--- config.mk ---
export PLATFORM = sky130hd
export DESIGN_NAME = rbsp_queue
export DESIGN_NICKNAME = d
export VERILOG_FILES = /design/src/sv/rbsp_pkg.sv /design/src/sv/rbsp_queue.sv
export SDC_FILE = /design/constraint.sdc
export NUM_CORES = 1
export LEC_CHECK = 0
export BUFFER_PORTS_ARGS = -buffer_cell sky130_fd_sc_hd__buf_2
export CAP_MARGIN = 20
export CORE_AREA = 2 2 100 102
export CTS_BUF_LIST = sky130_fd_sc_hd__clkbuf_4
export DETAILED_ROUTE_END_ITERATION = 8
export DIE_AREA = 0 0 102 104
export PLACE_DENSITY = 0.65
export SYNTH_ARGS = -nofsm -noshare
export SYNTH_HDL_FRONTEND = slang
export SYNTH_SLANG_ARGS = --single-unit
--- constraint.sdc ---
create_clock -name aclk -period 3.45 [get_ports aclk]
set_input_delay 0 -clock aclk [delete_from_list [all_inputs] [get_ports aclk]]
set_output_delay 0 -clock aclk [all_outputs]
set_load 0.1 [all_outputs]
--- src/sv/rbsp_pkg.sv ---
// Shared types, constants and helpers for the ray bounding-sphere nearest pick.
// No dependencies; imported by every module of the block.
package rbsp_pkg;

    localparam int QUEUE_DEPTH_DEF = 2;

    localparam logic [30:0] MAX31   = 31'h7FFF_FFFF;
    localparam logic [30:0] HALF_Q  = 31'h0000_8000;
    localparam logic [17:0] DIR_ONE = 18'h1_0000;

    // Multiplier step tags: box squares, |oc| squares, dot terms, b^2, r^2
    localparam logic [3:0] MUL_BOX_LAST = 4'd2;
    localparam logic [3:0] MUL_OCC_LAST = 4'd5;
    localparam logic [3:0] MUL_DOT_LAST = 4'd8;
    localparam logic [3:0] MUL_B        = 4'd9;
    localparam logic [3:0] MUL_R        = 4'd10;

    typedef enum logic [1:0] {
        KIND_SPHERE, KIND_BOX, KIND_CAPSULE, KIND_UNKNOWN
    } kind_t;

    typedef enum logic [2:0] {
        REG_ORIGIN_X, REG_ORIGIN_Y, REG_ORIGIN_Z, REG_DIR_X, REG_DIR_Y, REG_DIR_Z
    } reg_idx_t;

    typedef enum logic [3:0] {
        ST_IDLE, ST_MUL, ST_RAD, ST_RADW, ST_B, ST_MUL2, ST_DISC, ST_CMP,
        ST_ROOT, ST_T, ST_PUSH
    } fsm_t;

    // One tested body as handed from front to back
    typedef struct packed {
        logic        hit;
        logic [30:0] distance;
        logic [15:0] id;
        logic        last;
    } test_t;

    function automatic logic signed [31:0] sat_s32(input logic signed [35:0] v);
        if (v > 36'sd2147483647)
            return 32'sh7FFF_FFFF;
        else if (v < -36'sd2147483648)
            return 32'sh8000_0000;
        else
            return v[31:0];
    endfunction

    function automatic logic [31:0] mag32(input logic [31:0] v);
        return v[31] ? (~v + 32'd1) : v;
    endfunction

endpackage

--- src/sv/rbsp_queue.sv ---
// Short queue of tested bodies between front and back end.
// Uses test_t from rbsp_pkg.
module rbsp_queue
    import rbsp_pkg::*;
#(
    parameter int DEPTH = QUEUE_DEPTH_DEF
) (
    input  logic  aclk,
    input  logic  aresetn,
    input  logic  push,
    input  test_t push_data,
    output logic  full,
    input  logic  pop,
    output logic  valid,
    output test_t head
);

    localparam int PTR_W = $clog2(DEPTH);
    localparam int CNT_W = $clog2(DEPTH + 1);

    test_t            mem [DEPTH];
    logic [PTR_W-1:0] wptr_reg, rptr_reg;
    logic [CNT_W-1:0] cnt_reg;

    assign full  = (cnt_reg == CNT_W'(DEPTH));
    assign valid = (cnt_reg != '0);
    assign head  = mem[rptr_reg];

    // Store entries
    always_ff @(posedge aclk) begin
        if (push)
            mem[wptr_reg] <= push_data;
    end

    // Advance pointers and count
    always_ff @(posedge aclk) begin
        if (!aresetn) begin
            wptr_reg <= '0;
            rptr_reg <= '0;
            cnt_reg  <= '0;
        end else begin
            if (push)
                wptr_reg <= (wptr_reg == PTR_W'(DEPTH - 1)) ? '0 : wptr_reg + 1'b1;
            if (pop)
                rptr_reg <= (rptr_reg == PTR_W'(DEPTH - 1)) ? '0 : rptr_reg + 1'b1;
            if (push && !pop)
                cnt_reg <= cnt_reg + 1'b1;
            else if (pop && !push)
                cnt_reg <= cnt_reg - 1'b1;
        end
    end

    a_no_overflow: assert property (@(posedge aclk) disable iff (!aresetn)
        !(push && full))
        else $error("queue written while full");
    a_no_underflow: assert property (@(posedge aclk) disable iff (!aresetn)
        !(pop && !valid))
        else $error("queue read while empty");
    a_count_bound: assert property (@(posedge aclk) disable iff (!aresetn)
        cnt_reg <= CNT_W'(DEPTH))
        else $error("queue count beyond depth");

endmodule

# After elaboration in Yosys (flattened, before gate mapping)
# Memories as Yosys holds them, arrays and structs flattened. A register that Yosys moved wholly into a read port is not among the register bits.
# Index checks and enable logic that the tools add are counted.
# totals
reg_bits	4
ram_bits	98
elab_cells	23
n_memories	1
input_bits	53
output_inout_bits	51
# mem_list
name	depth	width	read_ports	rd_clocked_by_memory_dff	write_ports	line_no	rtl
mem	2	49	1	1	1	rbsp_queue.sv:21	test_t mem [DEPTH];
# classes
reduce_logical	6
n_addsub	4
mux	8
n_eq_ne	1
# op_table
op	count
2-to-1 mux 1 bit	6
2-to-1 mux 2 bit	2
nonzero test 2 bit	2
adder 1 bit (second input constant)	2
adder 2 x 1 -> 2 bit (second input constant)	1
equality test 2 bit (second input constant)	1
logical AND 1 bit	2
logical NOT 1 bit	2
subtractor 2 x 1 -> 2 bit (second input constant)	1

# Depth between registers and ports, before layout
# logic_depth
ltp_word	4
mapped_depth	5
mapped_depth_nobuf	5

# Least setup slack after synthesis
# No wires, ideal clock.
# synth_timing
path_type	flip-flop to flip-flop
start	reg wptr_reg
end	mem mem[0][0] in the netlist's numbering, enable pin
synth_period_minus_slack_ns	2.981
n_path_buf	0
t_arrival_ns	2.518
required_ns	2.987
stages_incl_launch_ff	2
setup_slack_ns	0.469
setup_time_ns	0.463
path_cell_list	dfxtp_1 -> nor2b_1
# synth_lines
item	line_no	rtl
from (decl)	rbsp_queue.sv:22	logic [PTR_W-1:0] wptr_reg, rptr_reg;
from (signal assigned)	rbsp_queue.sv:43	wptr_reg <= (wptr_reg == PTR_W'(DEPTH - 1)) ? '0 : wptr_reg + 1'b1;
to (decl)	rbsp_queue.sv:21	
# No word-level cell before the write port.

==> reports/qor.txt <==
IO Count = 104
DP Worst Slack = 1.59 ns
CTS clock-pin slew for the worst setup and hold paths = 0.14 ns
drt first pass iters = 4
commonest non-fill, non-tap cells in the layout = buf_2, edfxtp_1, dlygate4sd3_1, mux2_2, clkbuf_4
Num Clock Sinks = 103
post-DP HPWL = 4030 um
Critical Path Sink Type = output port
site row count = 36
Finished Cell Area = 5100 um2
Data required, critical path = 3.45 ns
max FFs per register = 98
layout cells sized above 1 = 0.512
DRT Wirelength = 6590 um
residual overflow from global routing = 0
register area = 3040 um2
fillers = 832
Cell Pwr Density = 553 nW/um2
RSZ-0062 raised after global routing = false
measured slew at the worst slew-check pin = 0.710 ns
Final Max Tran Viols = 0
final worst-path cycle share = 0.652
most common cell after layout, fill and taps aside = buf_2
CTS Buf Count = 9
Die Y-Extent = 104 um
Synth Register Bits = 103
TritonCTS clock tree = built
Avg Inst Size Synth = 21.6 um2
hold-fix buffer count after cts = 52
clock latency on the worst-skew pair = 0.42 ns
Antenna Nets Post-Route = 0
placed cells = 409
post-synthesis cell count = 174
Initial Utilization = 0.393
post-synth cell types = 17
Setup crit start kind = flop
vias per inst = 4.38
initial antenna violation count = 0
routed len/inst = 13.8 um
crit path time final = 2.25 ns
first-pass GRT wire length = 10300 um
clk_skew = 0.00971 ns
highest clock rate = 444 MHz
Mapped Nets = 228
Die W = 102 um
Placed Instance Area = 4440 um2
clock buffer depth = 2
run status = complete, no violations
via count = 2089
die area = 10600 um2
setup TNS = 0 ns
area occupied by multi-input gates = 678 um2
number of global-route vias before repair = 2210
Ys Warns = 0
root buffer cell = clkbuf_4
post-CTS setup buffer count = 0
post-CTS resize count = 0
Final nets = 393
DRT iter0 DRCs = 47
Worst EP arrival = 2.25 ns
Final Hold Fails = 0
H-tree levels = 3
sequential cell area fraction in the yosys report = 0.811
critical setup path kind = reg -> out
worst min path class = in -> reg
Slew HR = 0.527
Hold Slack = 0.0629 ns
Antenna Cells = 0
Crit Path Max Fanout = 29
Mapped Area = 3750 um2
P_leak = 1.93 nW
Final Instance Count excl. Fillers = 477
Final Setup Violations = 0
Layout area overhead = 35.9%
Core ar. = 9550 um2
gr usage total = 0.127
DRC viols = 0
gp weighted congestion = 0.659
maximum VDD drop = 0.287 mV
IO Port Bufs = 103
max-cap viol count = 0
slack of the critical path = 1.20 ns
largest net degree at the start of global routing = 30
==> kinds of logic (layout without fill, tap and decap cells) <==
kind of cell	Yosys count	count (layout)	share of synthesized area
XOR/XNOR	3	3	0.00700
flip-flops	103	103	0.811
multiplexers	49	49	0.147
AND/OR/NAND/NOR	9	9	0.0157
buffers and inverters	6	176	0.0110
AO/OA/AOI/OAI	3	3	0.00533
adder cells (fa/ha/maj)	1	1	0.00333
==> area by class of cell <==
| cell class | count | share of cell area |
|---|---|---|
| inverters | 1 | 0.000736 |
| flip-flops and latches | 103 | 0.597 |
| multi-input cells | 65 | 0.133 |
| clock inverters | 5 | 0.0115 |
| well taps | 133 | 0.0326 |
| repair buffers | 159 | 0.209 |
| clock buffers | 11 | 0.0162 |
==> through the flow <==
stage	utilization	power (mW)
floorplan	-	2.09
global placement	0.465	2.20
detailed placement	0.465	2.21
CTS	0.534	2.86
global route	0.534	2.93
finish	0.534	2.82
==> per-layer routing <==
| metal | track usage | part of all wire | vias to the layer above |
|---|---|---|---|
| met5 | 0 | 0 | - |
| met4 | 0.0543 | 0.0055 | 0 |
| met3 | 0.0309 | 0.042 | 4 |
| met2 | 0.221 | 0.52 | 58 |
| met1 | 0.148 | 0.43 | 1020 |
| li1 | - | - | 1007 |
==> cells in the mapped netlist <==
library cell	number	area [um2]
a21boi_1	1	7.51
and2_1	4	25.0
and2b_2	1	8.76
buf_2	3	15.0
buf_6	2	22.5
dfxtp_1	5	100
edfxtp_1	98	2940
ha_1	1	12.5
inv_1	1	3.75
mux2_2	49	552
nor2b_1	2	12.5
o21a_1	1	7.51
o21ai_0	1	5.00
or2_2	1	6.26
or3_1	1	6.26
xnor2_1	1	8.76
xor2_1	2	17.5
==> worst max-delay path: stages, from the launching register on <==
cell and delay [ns]:
dfxtp_2 0.66, buf_4 0.47, mux2_2 0.39, buf_2 0.29
==> final timing paths <==
| path | startpoint | endpoint | slack (ns) | depth (start not counted) |
|---|---|---|---|---|
| setup / recovery | flop | head[14] | 1.20 | 3 |
| hold / removal | push | mem[0][38] | 0.06 | 2 |
| setup reg to reg | wptr_reg | wptr_reg | 1.65 | 4 |
| hold reg to reg | cnt_reg[1] | cnt_reg[1] | 0.52 | 2 |
==> where the power goes <==
group	switching [mW]	total (mW)	internal, mW
sequential	0.0250	1.47	1.44
combinational	0.575	0.751	0.176
clock	0.364	0.602	0.238
Note: power is estimated with default switching activity, not from simulation.
