$ cat config.mk
export PLATFORM = sky130hd
export DESIGN_NAME = rbsp_back
export DESIGN_NICKNAME = d
export VERILOG_FILES = /design/src/sv/rbsp_pkg.sv /design/src/sv/rbsp_back.sv
export SDC_FILE = /design/constraint.sdc
export NUM_CORES = 1
export LEC_CHECK = 0
export BUFFER_PORTS_ARGS = -buffer_cell sky130_fd_sc_hd__buf_2
export CORE_ASPECT_RATIO = 0.5
export CORE_MARGIN = 2
export CORE_UTILIZATION = 32
export CTS_CLUSTER_DIAMETER = 30
export DETAILED_ROUTE_END_ITERATION = 8
export SLEW_MARGIN = 20
export SYNTH_ARGS = -nofsm -noshare
export SYNTH_HDL_FRONTEND = slang
export SYNTH_SLANG_ARGS = --single-unit
$ cat constraint.sdc
create_clock -name aclk -period 3.1 [get_ports aclk]
set_input_delay 0 -clock aclk [delete_from_list [all_inputs] [get_ports aclk]]
set_output_delay 0 -clock aclk [all_outputs]
set_load 0.005 [all_outputs]
$ cat src/sv/rbsp_pkg.sv
// Shared types, constants and helpers for the ray bounding-sphere nearest pick.
// No dependencies; imported by every module of the block.
package rbsp_pkg;

    localparam int QUEUE_DEPTH_DEF = 2;

    localparam logic [30:0] MAX31   = 31'h7FFF_FFFF;
    localparam logic [30:0] HALF_Q  = 31'h0000_8000;
    localparam logic [17:0] DIR_ONE = 18'h1_0000;

    // Multiplier step tags: box squares, |oc| squares, dot terms, b^2, r^2
    localparam logic [3:0] MUL_BOX_LAST = 4'd2;
    localparam logic [3:0] MUL_OCC_LAST = 4'd5;
    localparam logic [3:0] MUL_DOT_LAST = 4'd8;
    localparam logic [3:0] MUL_B        = 4'd9;
    localparam logic [3:0] MUL_R        = 4'd10;

    typedef enum logic [1:0] {
        KIND_SPHERE, KIND_BOX, KIND_CAPSULE, KIND_UNKNOWN
    } kind_t;

    typedef enum logic [2:0] {
        REG_ORIGIN_X, REG_ORIGIN_Y, REG_ORIGIN_Z, REG_DIR_X, REG_DIR_Y, REG_DIR_Z
    } reg_idx_t;

    typedef enum logic [3:0] {
        ST_IDLE, ST_MUL, ST_RAD, ST_RADW, ST_B, ST_MUL2, ST_DISC, ST_CMP,
        ST_ROOT, ST_T, ST_PUSH
    } fsm_t;

    // One tested body as handed from front to back
    typedef struct packed {
        logic        hit;
        logic [30:0] distance;
        logic [15:0] id;
        logic        last;
    } test_t;

    function automatic logic signed [31:0] sat_s32(input logic signed [35:0] v);
        if (v > 36'sd2147483647)
            return 32'sh7FFF_FFFF;
        else if (v < -36'sd2147483648)
            return 32'sh8000_0000;
        else
            return v[31:0];
    endfunction

    function automatic logic [31:0] mag32(input logic [31:0] v);
        return v[31] ? (~v + 32'd1) : v;
    endfunction

endpackage

$ cat src/sv/rbsp_back.sv
// Back end: keeps the nearest hit of the scene and emits it on the last body.
// Uses test_t and MAX31 from rbsp_pkg.
module rbsp_back
    import rbsp_pkg::*;
(
    input  logic        aclk,
    input  logic        aresetn,
    input  logic        q_valid,
    input  test_t       q_head,
    output logic        q_pop,
    output logic        m_valid,
    input  logic        m_ready,
    output logic        m_hit,
    output logic [15:0] m_id,
    output logic [30:0] m_dist
);

    logic        any_reg;
    logic [30:0] best_dist_reg;
    logic [15:0] best_id_reg;
    logic        m_valid_reg;
    logic        m_hit_reg;
    logic [15:0] m_id_reg;
    logic [30:0] m_dist_reg;

    logic        take, upd;
    logic        any_next;
    logic [30:0] dist_next;
    logic [15:0] id_next;

    // Pop a non-last body at once; a last body waits for the output slot
    assign take  = q_valid && (!q_head.last || !m_valid_reg || m_ready);
    assign q_pop = take;

    // Keep the strictly nearer hit, first hit always taken
    always_comb begin
        upd       = q_head.hit && (!any_reg || (q_head.distance < best_dist_reg));
        any_next  = any_reg || upd;
        dist_next = upd ? q_head.distance : best_dist_reg;
        id_next   = upd ? q_head.id : best_id_reg;
    end

    always_ff @(posedge aclk) begin
        if (!aresetn) begin
            any_reg       <= 1'b0;
            best_dist_reg <= MAX31;
            best_id_reg   <= '0;
            m_valid_reg   <= 1'b0;
        end else begin
            if (take && q_head.last) begin
                any_reg       <= 1'b0;
                best_dist_reg <= MAX31;
                best_id_reg   <= '0;
                m_valid_reg   <= 1'b1;
            end else begin
                if (take) begin
                    any_reg       <= any_next;
                    best_dist_reg <= dist_next;
                    best_id_reg   <= id_next;
                end
                if (m_ready)
                    m_valid_reg <= 1'b0;
            end
        end
    end

    // Result register
    always_ff @(posedge aclk) begin
        if (take && q_head.last) begin
            m_hit_reg  <= any_next;
            m_id_reg   <= any_next ? id_next : '0;
            m_dist_reg <= any_next ? dist_next : '0;
        end
    end

    assign m_valid = m_valid_reg;
    assign m_hit   = m_hit_reg;
    assign m_id    = m_id_reg;
    assign m_dist  = m_dist_reg;

endmodule

Word level (Yosys, flattened, before mapping)
Index checks and enable logic that the tools add are counted.
{"block": "totals", "regBits": 97, "in_bits": 53, "output_inout_bits": 50}
{"block": "op_classes", "order_cmp": 1, "mux": 4, "bitwise_logic": 1, "reduce_logical": 12}
{"op": "31-bit less-than comparator", "count": 1}
{"op": "31-bit 2-to-1 mux", "count": 1}
{"op": "16-bit 2-to-1 mux", "count": 1}
{"op": "1-bit logical OR", "count": 4}
{"op": "1-bit logical AND", "count": 3}
{"op": "1-bit logical NOT", "count": 3}
{"op": "1-bit 2-to-1 mux", "count": 2}
{"op": "2-bit nonzero test", "count": 1}
{"op": "2-bit OR reduction", "count": 1}
{"op": "1-bit inverter", "count": 1}

Depth between registers and ports, before layout
{"block": "depth", "word_depth": 6, "mapped_depth": 10}

Least setup slack after synthesis
Ideal clock, no wire load.
{"block": "synth_path", "path_kind": "flip-flop to flip-flop", "start": "register best_dist_reg[25]", "end": "register m_dist_reg[15], in the netlist m_dist[15] (data pin)", "setup_ns": 0.259, "arrival_time_ns": 1.988, "path_slack_ns": 0.854, "stages_incl_launch_ff": 10, "period_less_slack_ns": 2.246, "path_cell_list": "dfxtp_1 -> inv_1 -> ha_1 -> nand4_1 -> or3_1 -> nor4_2 -> a211oi_1 -> buf_6 -> buf_6 -> mux2i_1"}
{"block": "synth_between", "elab_chain_cells": 4, "elab_cells_between_ends": 5, "cone_classes": "1 x order compare; 1 x mux; 3 x reduce/logical"}
{"item": "start, declared", "line": "rbsp_back.sv:19", "rtl": "logic [30:0] best_dist_reg;"}
{"item": "start signal, assigned", "line": "rbsp_back.sv:58", "rtl": "best_dist_reg <= dist_next;"}
{"item": "31-bit less-than comparator (*)", "line": "rbsp_back.sv:37", "rtl": "upd = q_head.hit && (!any_reg || (q_head.distance < best_dist_reg));"}
{"item": "1-bit logical OR (*)", "line": "rbsp_back.sv:37"}
{"item": "1-bit logical AND (*)", "line": "rbsp_back.sv:37"}
{"item": "31-bit 2-to-1 mux or 1-bit logical OR (tied branches)", "line": "rbsp_back.sv:39, rbsp_back.sv:38"}
{"item": "end signal, assigned", "line": "rbsp_back.sv:72", "rtl": "m_dist_reg <= any_next ? dist_next : '0;"}
{"item": "end, declared", "line": "rbsp_back.sv:24", "rtl": "logic [30:0] m_dist_reg;"}
Mark *: on every way between the ends. The rest lies on a longest branch, timed or not.
A chain may end at the register's enable or synchronous reset.

Worst setup path in the final report
{"block": "layout_path", "start": "register best_dist_reg[25]", "end": "register best_dist_reg[28]"}
{"block": "layout_between", "elab_chain_cells": 4}
{"item": "31-bit less-than comparator", "line": "rbsp_back.sv:37"}
{"item": "1-bit logical OR", "line": "rbsp_back.sv:37"}
{"item": "1-bit logical AND", "line": "rbsp_back.sv:37"}
{"item": "31-bit 2-to-1 mux", "line": "rbsp_back.sv:39", "rtl": "dist_next = upd ? q_head.distance : best_dist_reg;"}
Every way passes these cells.

==> out/metrics.csv <==
metric;value;unit
fin. max-slew vios;0;
Cell Area, Synth;0.00506;mm2
DIE HEIGHT;92.9;um
sequential power share;0.477;
setup TNS;0;ns
clk_skew;0.0110;ns
Max-Cap Viols;0;
Worst setup EP type;register;
IR drop worst, VDD;0.000255;V
Hold WC Path Type;in -> reg;
DR WL met2;5.36;mm
First DRT Iteration DRCs;162;
hpwl dp;7.41;mm
total power;3.02;mW
Worst-path clk slew;0.07;ns
Mapped Cells;531;
via count;3856;
top_reg_cell synth;dfxtp_1;
GRT Util Overall;0.135;
CP arrival;2.79;ns
I/O Pins;103;
Post-synth EDFFs;48;
fmax;396;MHz
final WL;11.1;mm
CP Cell Sequence;inv_1 > ha_1 > a21oi_1 > nand2_1 > a221oi_1 > o22ai_1 > a211oi_4 > buf_4 > mux2i_1;
synthesis-to-layout area growth;29.9;%
status;finished clean;
drt first pass iters;4;
ANT cells;0;
Hold Slack;0.0205;ns
final hold vios;0;
core area;0.0154;mm2
Switching Fraction;0.244;
PwrDens;460;mW/mm2
worst path required time;3.36;ns
ys async rst share;0;
Internal;2.29;mW
worst setup path class;reg -> reg;
Starting Density;0.328;
DP Cell Count;819;
CTS tree;yes;
clk sink count;97;
Final GP Congestion;0.739;
Clock Path Buffers;2;
Worst Path Max Fanout;30;
top-area cell type share of the netlist area;0.285;
post-synthesis sequential area ratio;0.479;
Finished Layout Cells;885;
register bit total from synthesis;97;
Tmin final;2.52;ns
Synth warnings;0;
fin crit share;0.814;
die area;0.0169;mm2
Worst Tran Pin Value;1.05;ns
part of the power in the clock network;0.380;
met3 wire len;338;um
layout cells sized above 1;0.198;
average size of a mapped cell;9.53;um2
Post-Route M1 WL;5.31;mm
Synth cell types;29;
initial antenna violation count;0;
final net count;759;
final core utilization;0.426;
I/O Buffers;102;
Skew-Pair Late Insertion Delay;0.34;ns
root buffer cell;clkbuf_16;
Post-DRT Antenna Nets;0;
RSZ-0062 raised after global routing;false;
CP max-delay cell;buf_4;
grt ovf;0;
Lkg Pwr;3.31;nW
# DRC;0;
CP max stage delay;0.50;ns
synth cell count leaders;nand2_1, mux2i_1, inv_1;
Synth Net Count;614;
Die X;182;um
vias in the first global route;3829;
Num CTS Buffers;9;
Sw Pwr;0.738;mW
top sig layer;met4;
largest cells by area after synthesis;edfxtp_1, dfxtp_1, mux2i_1;
CTS resizes;0;
first-pass GRT wire length;18.3;mm
WL/cell;12.6;um
Std-Cell Rows;32;
Reg2Reg Setup Slack;0.58;ns
startpoint types;register;
Synth area leader;edfxtp_1;
htree depth;3;
relative slew slack;0.299;
largest net degree at the start of global routing;64;
most instantiated library cell after synthesis;nand2_1;
# setup viols final;0;
Via density;4.36;
Combinational Power Share;0.143;
power groups by stage:
stage / clock network, mW / logic [mW] / registers (mW)
2_1_floorplan: 0 / 0.243 / 1.47
3_3_place_gp: 0 / 0.378 / 1.47
3_5_place_dp: 0 / 0.388 / 1.47
4_1_cts: 1.18 / 0.438 / 1.44
5_1_grt: 1.23 / 0.488 / 1.45
6_report: 1.15 / 0.432 / 1.44
cell families (layout without fill, tap and decap cells):
| group | after synthesis | in the layout | share of synthesized area |
|---|---|---|---|
| flops | 97 | 97 | 0.479 |
| mux | 94 | 94 | 0.186 |
| compound gates | 30 | 30 | 0.0334 |
| simple gates | 173 | 173 | 0.136 |
| buf+inv | 107 | 257 | 0.0918 |
| fa+ha+maj | 30 | 30 | 0.0742 |
cells in the final DEF (no fill, tap or decap), drive strengths merged, types with 16 or more instances in the layout:
cell type / instances
mux2i: 94
inv: 82
ha: 30
nand2: 96
dlygate4sd3: 49
edfxtp: 48
buf: 110
a21oi: 16
dfxtp: 49
nor2: 64
critical path, delay by kind of cell (launching register included):
family	cells	cell delay, ns
AO/OA/AOI/OAI	4	0.88
buffers and inverters	2	0.56
AND/OR/NAND/NOR	1	0.07
flip-flops	1	0.36
adder cells (fa/ha/maj)	1	0.30
multiplexers	1	0.26
routing by layer:
layer,GRT usage,vias up
li1,-,2013
met3,0.0287,12
met5,0,-
met2,0.238,62
met4,0.0407,0
met1,0.168,1769
cell type report:
cell class	instances	area, um2
repair buffers	159	1070
clock buffers	11	253
inverters	82	308
flip-flops and latches	97	2420
clock inverters	5	53.8
fillers	1507	8840
well taps	204	255
multi-input cells	327	2210
stage by stage:
| stage | worst slack, ns | area [um2] |
|---|---|---|
| after floorplan | 0.854 | 5060 |
| after global placement | 0.214 | 5760 |
| after detailed placement | 0.159 | 5760 |
| after CTS | 0.136 | 6560 |
| after global routing | 0.282 | 6570 |
| final | 0.576 | 6570 |
final timing paths:
kind	start	endpoint	cells past startpoint
worst max register to register	best_dist_reg[25]$_SDFFE_PP1P_	best_dist_reg[28]$_SDFFE_PP1P_	9
worst max-delay path	best_dist_reg[25]$_SDFFE_PP1P_	best_dist_reg[28]$_SDFFE_PP1P_	9
worst min-delay path	q_head[45]	best_dist_reg[28]$_SDFFE_PP1P_	3
worst min register to register	best_id_reg[3]$_SDFFE_PP0P_	best_id_reg[3]$_SDFFE_PP0P_	2
what timing repair did:
action	CTS	global route
setup buffers	0	1
hold endpoints to repair	47	0
hold buffers	49	0
endpoints found under the setup margin	0	38
No activity file was read; power rests on OpenSTA's default activity.
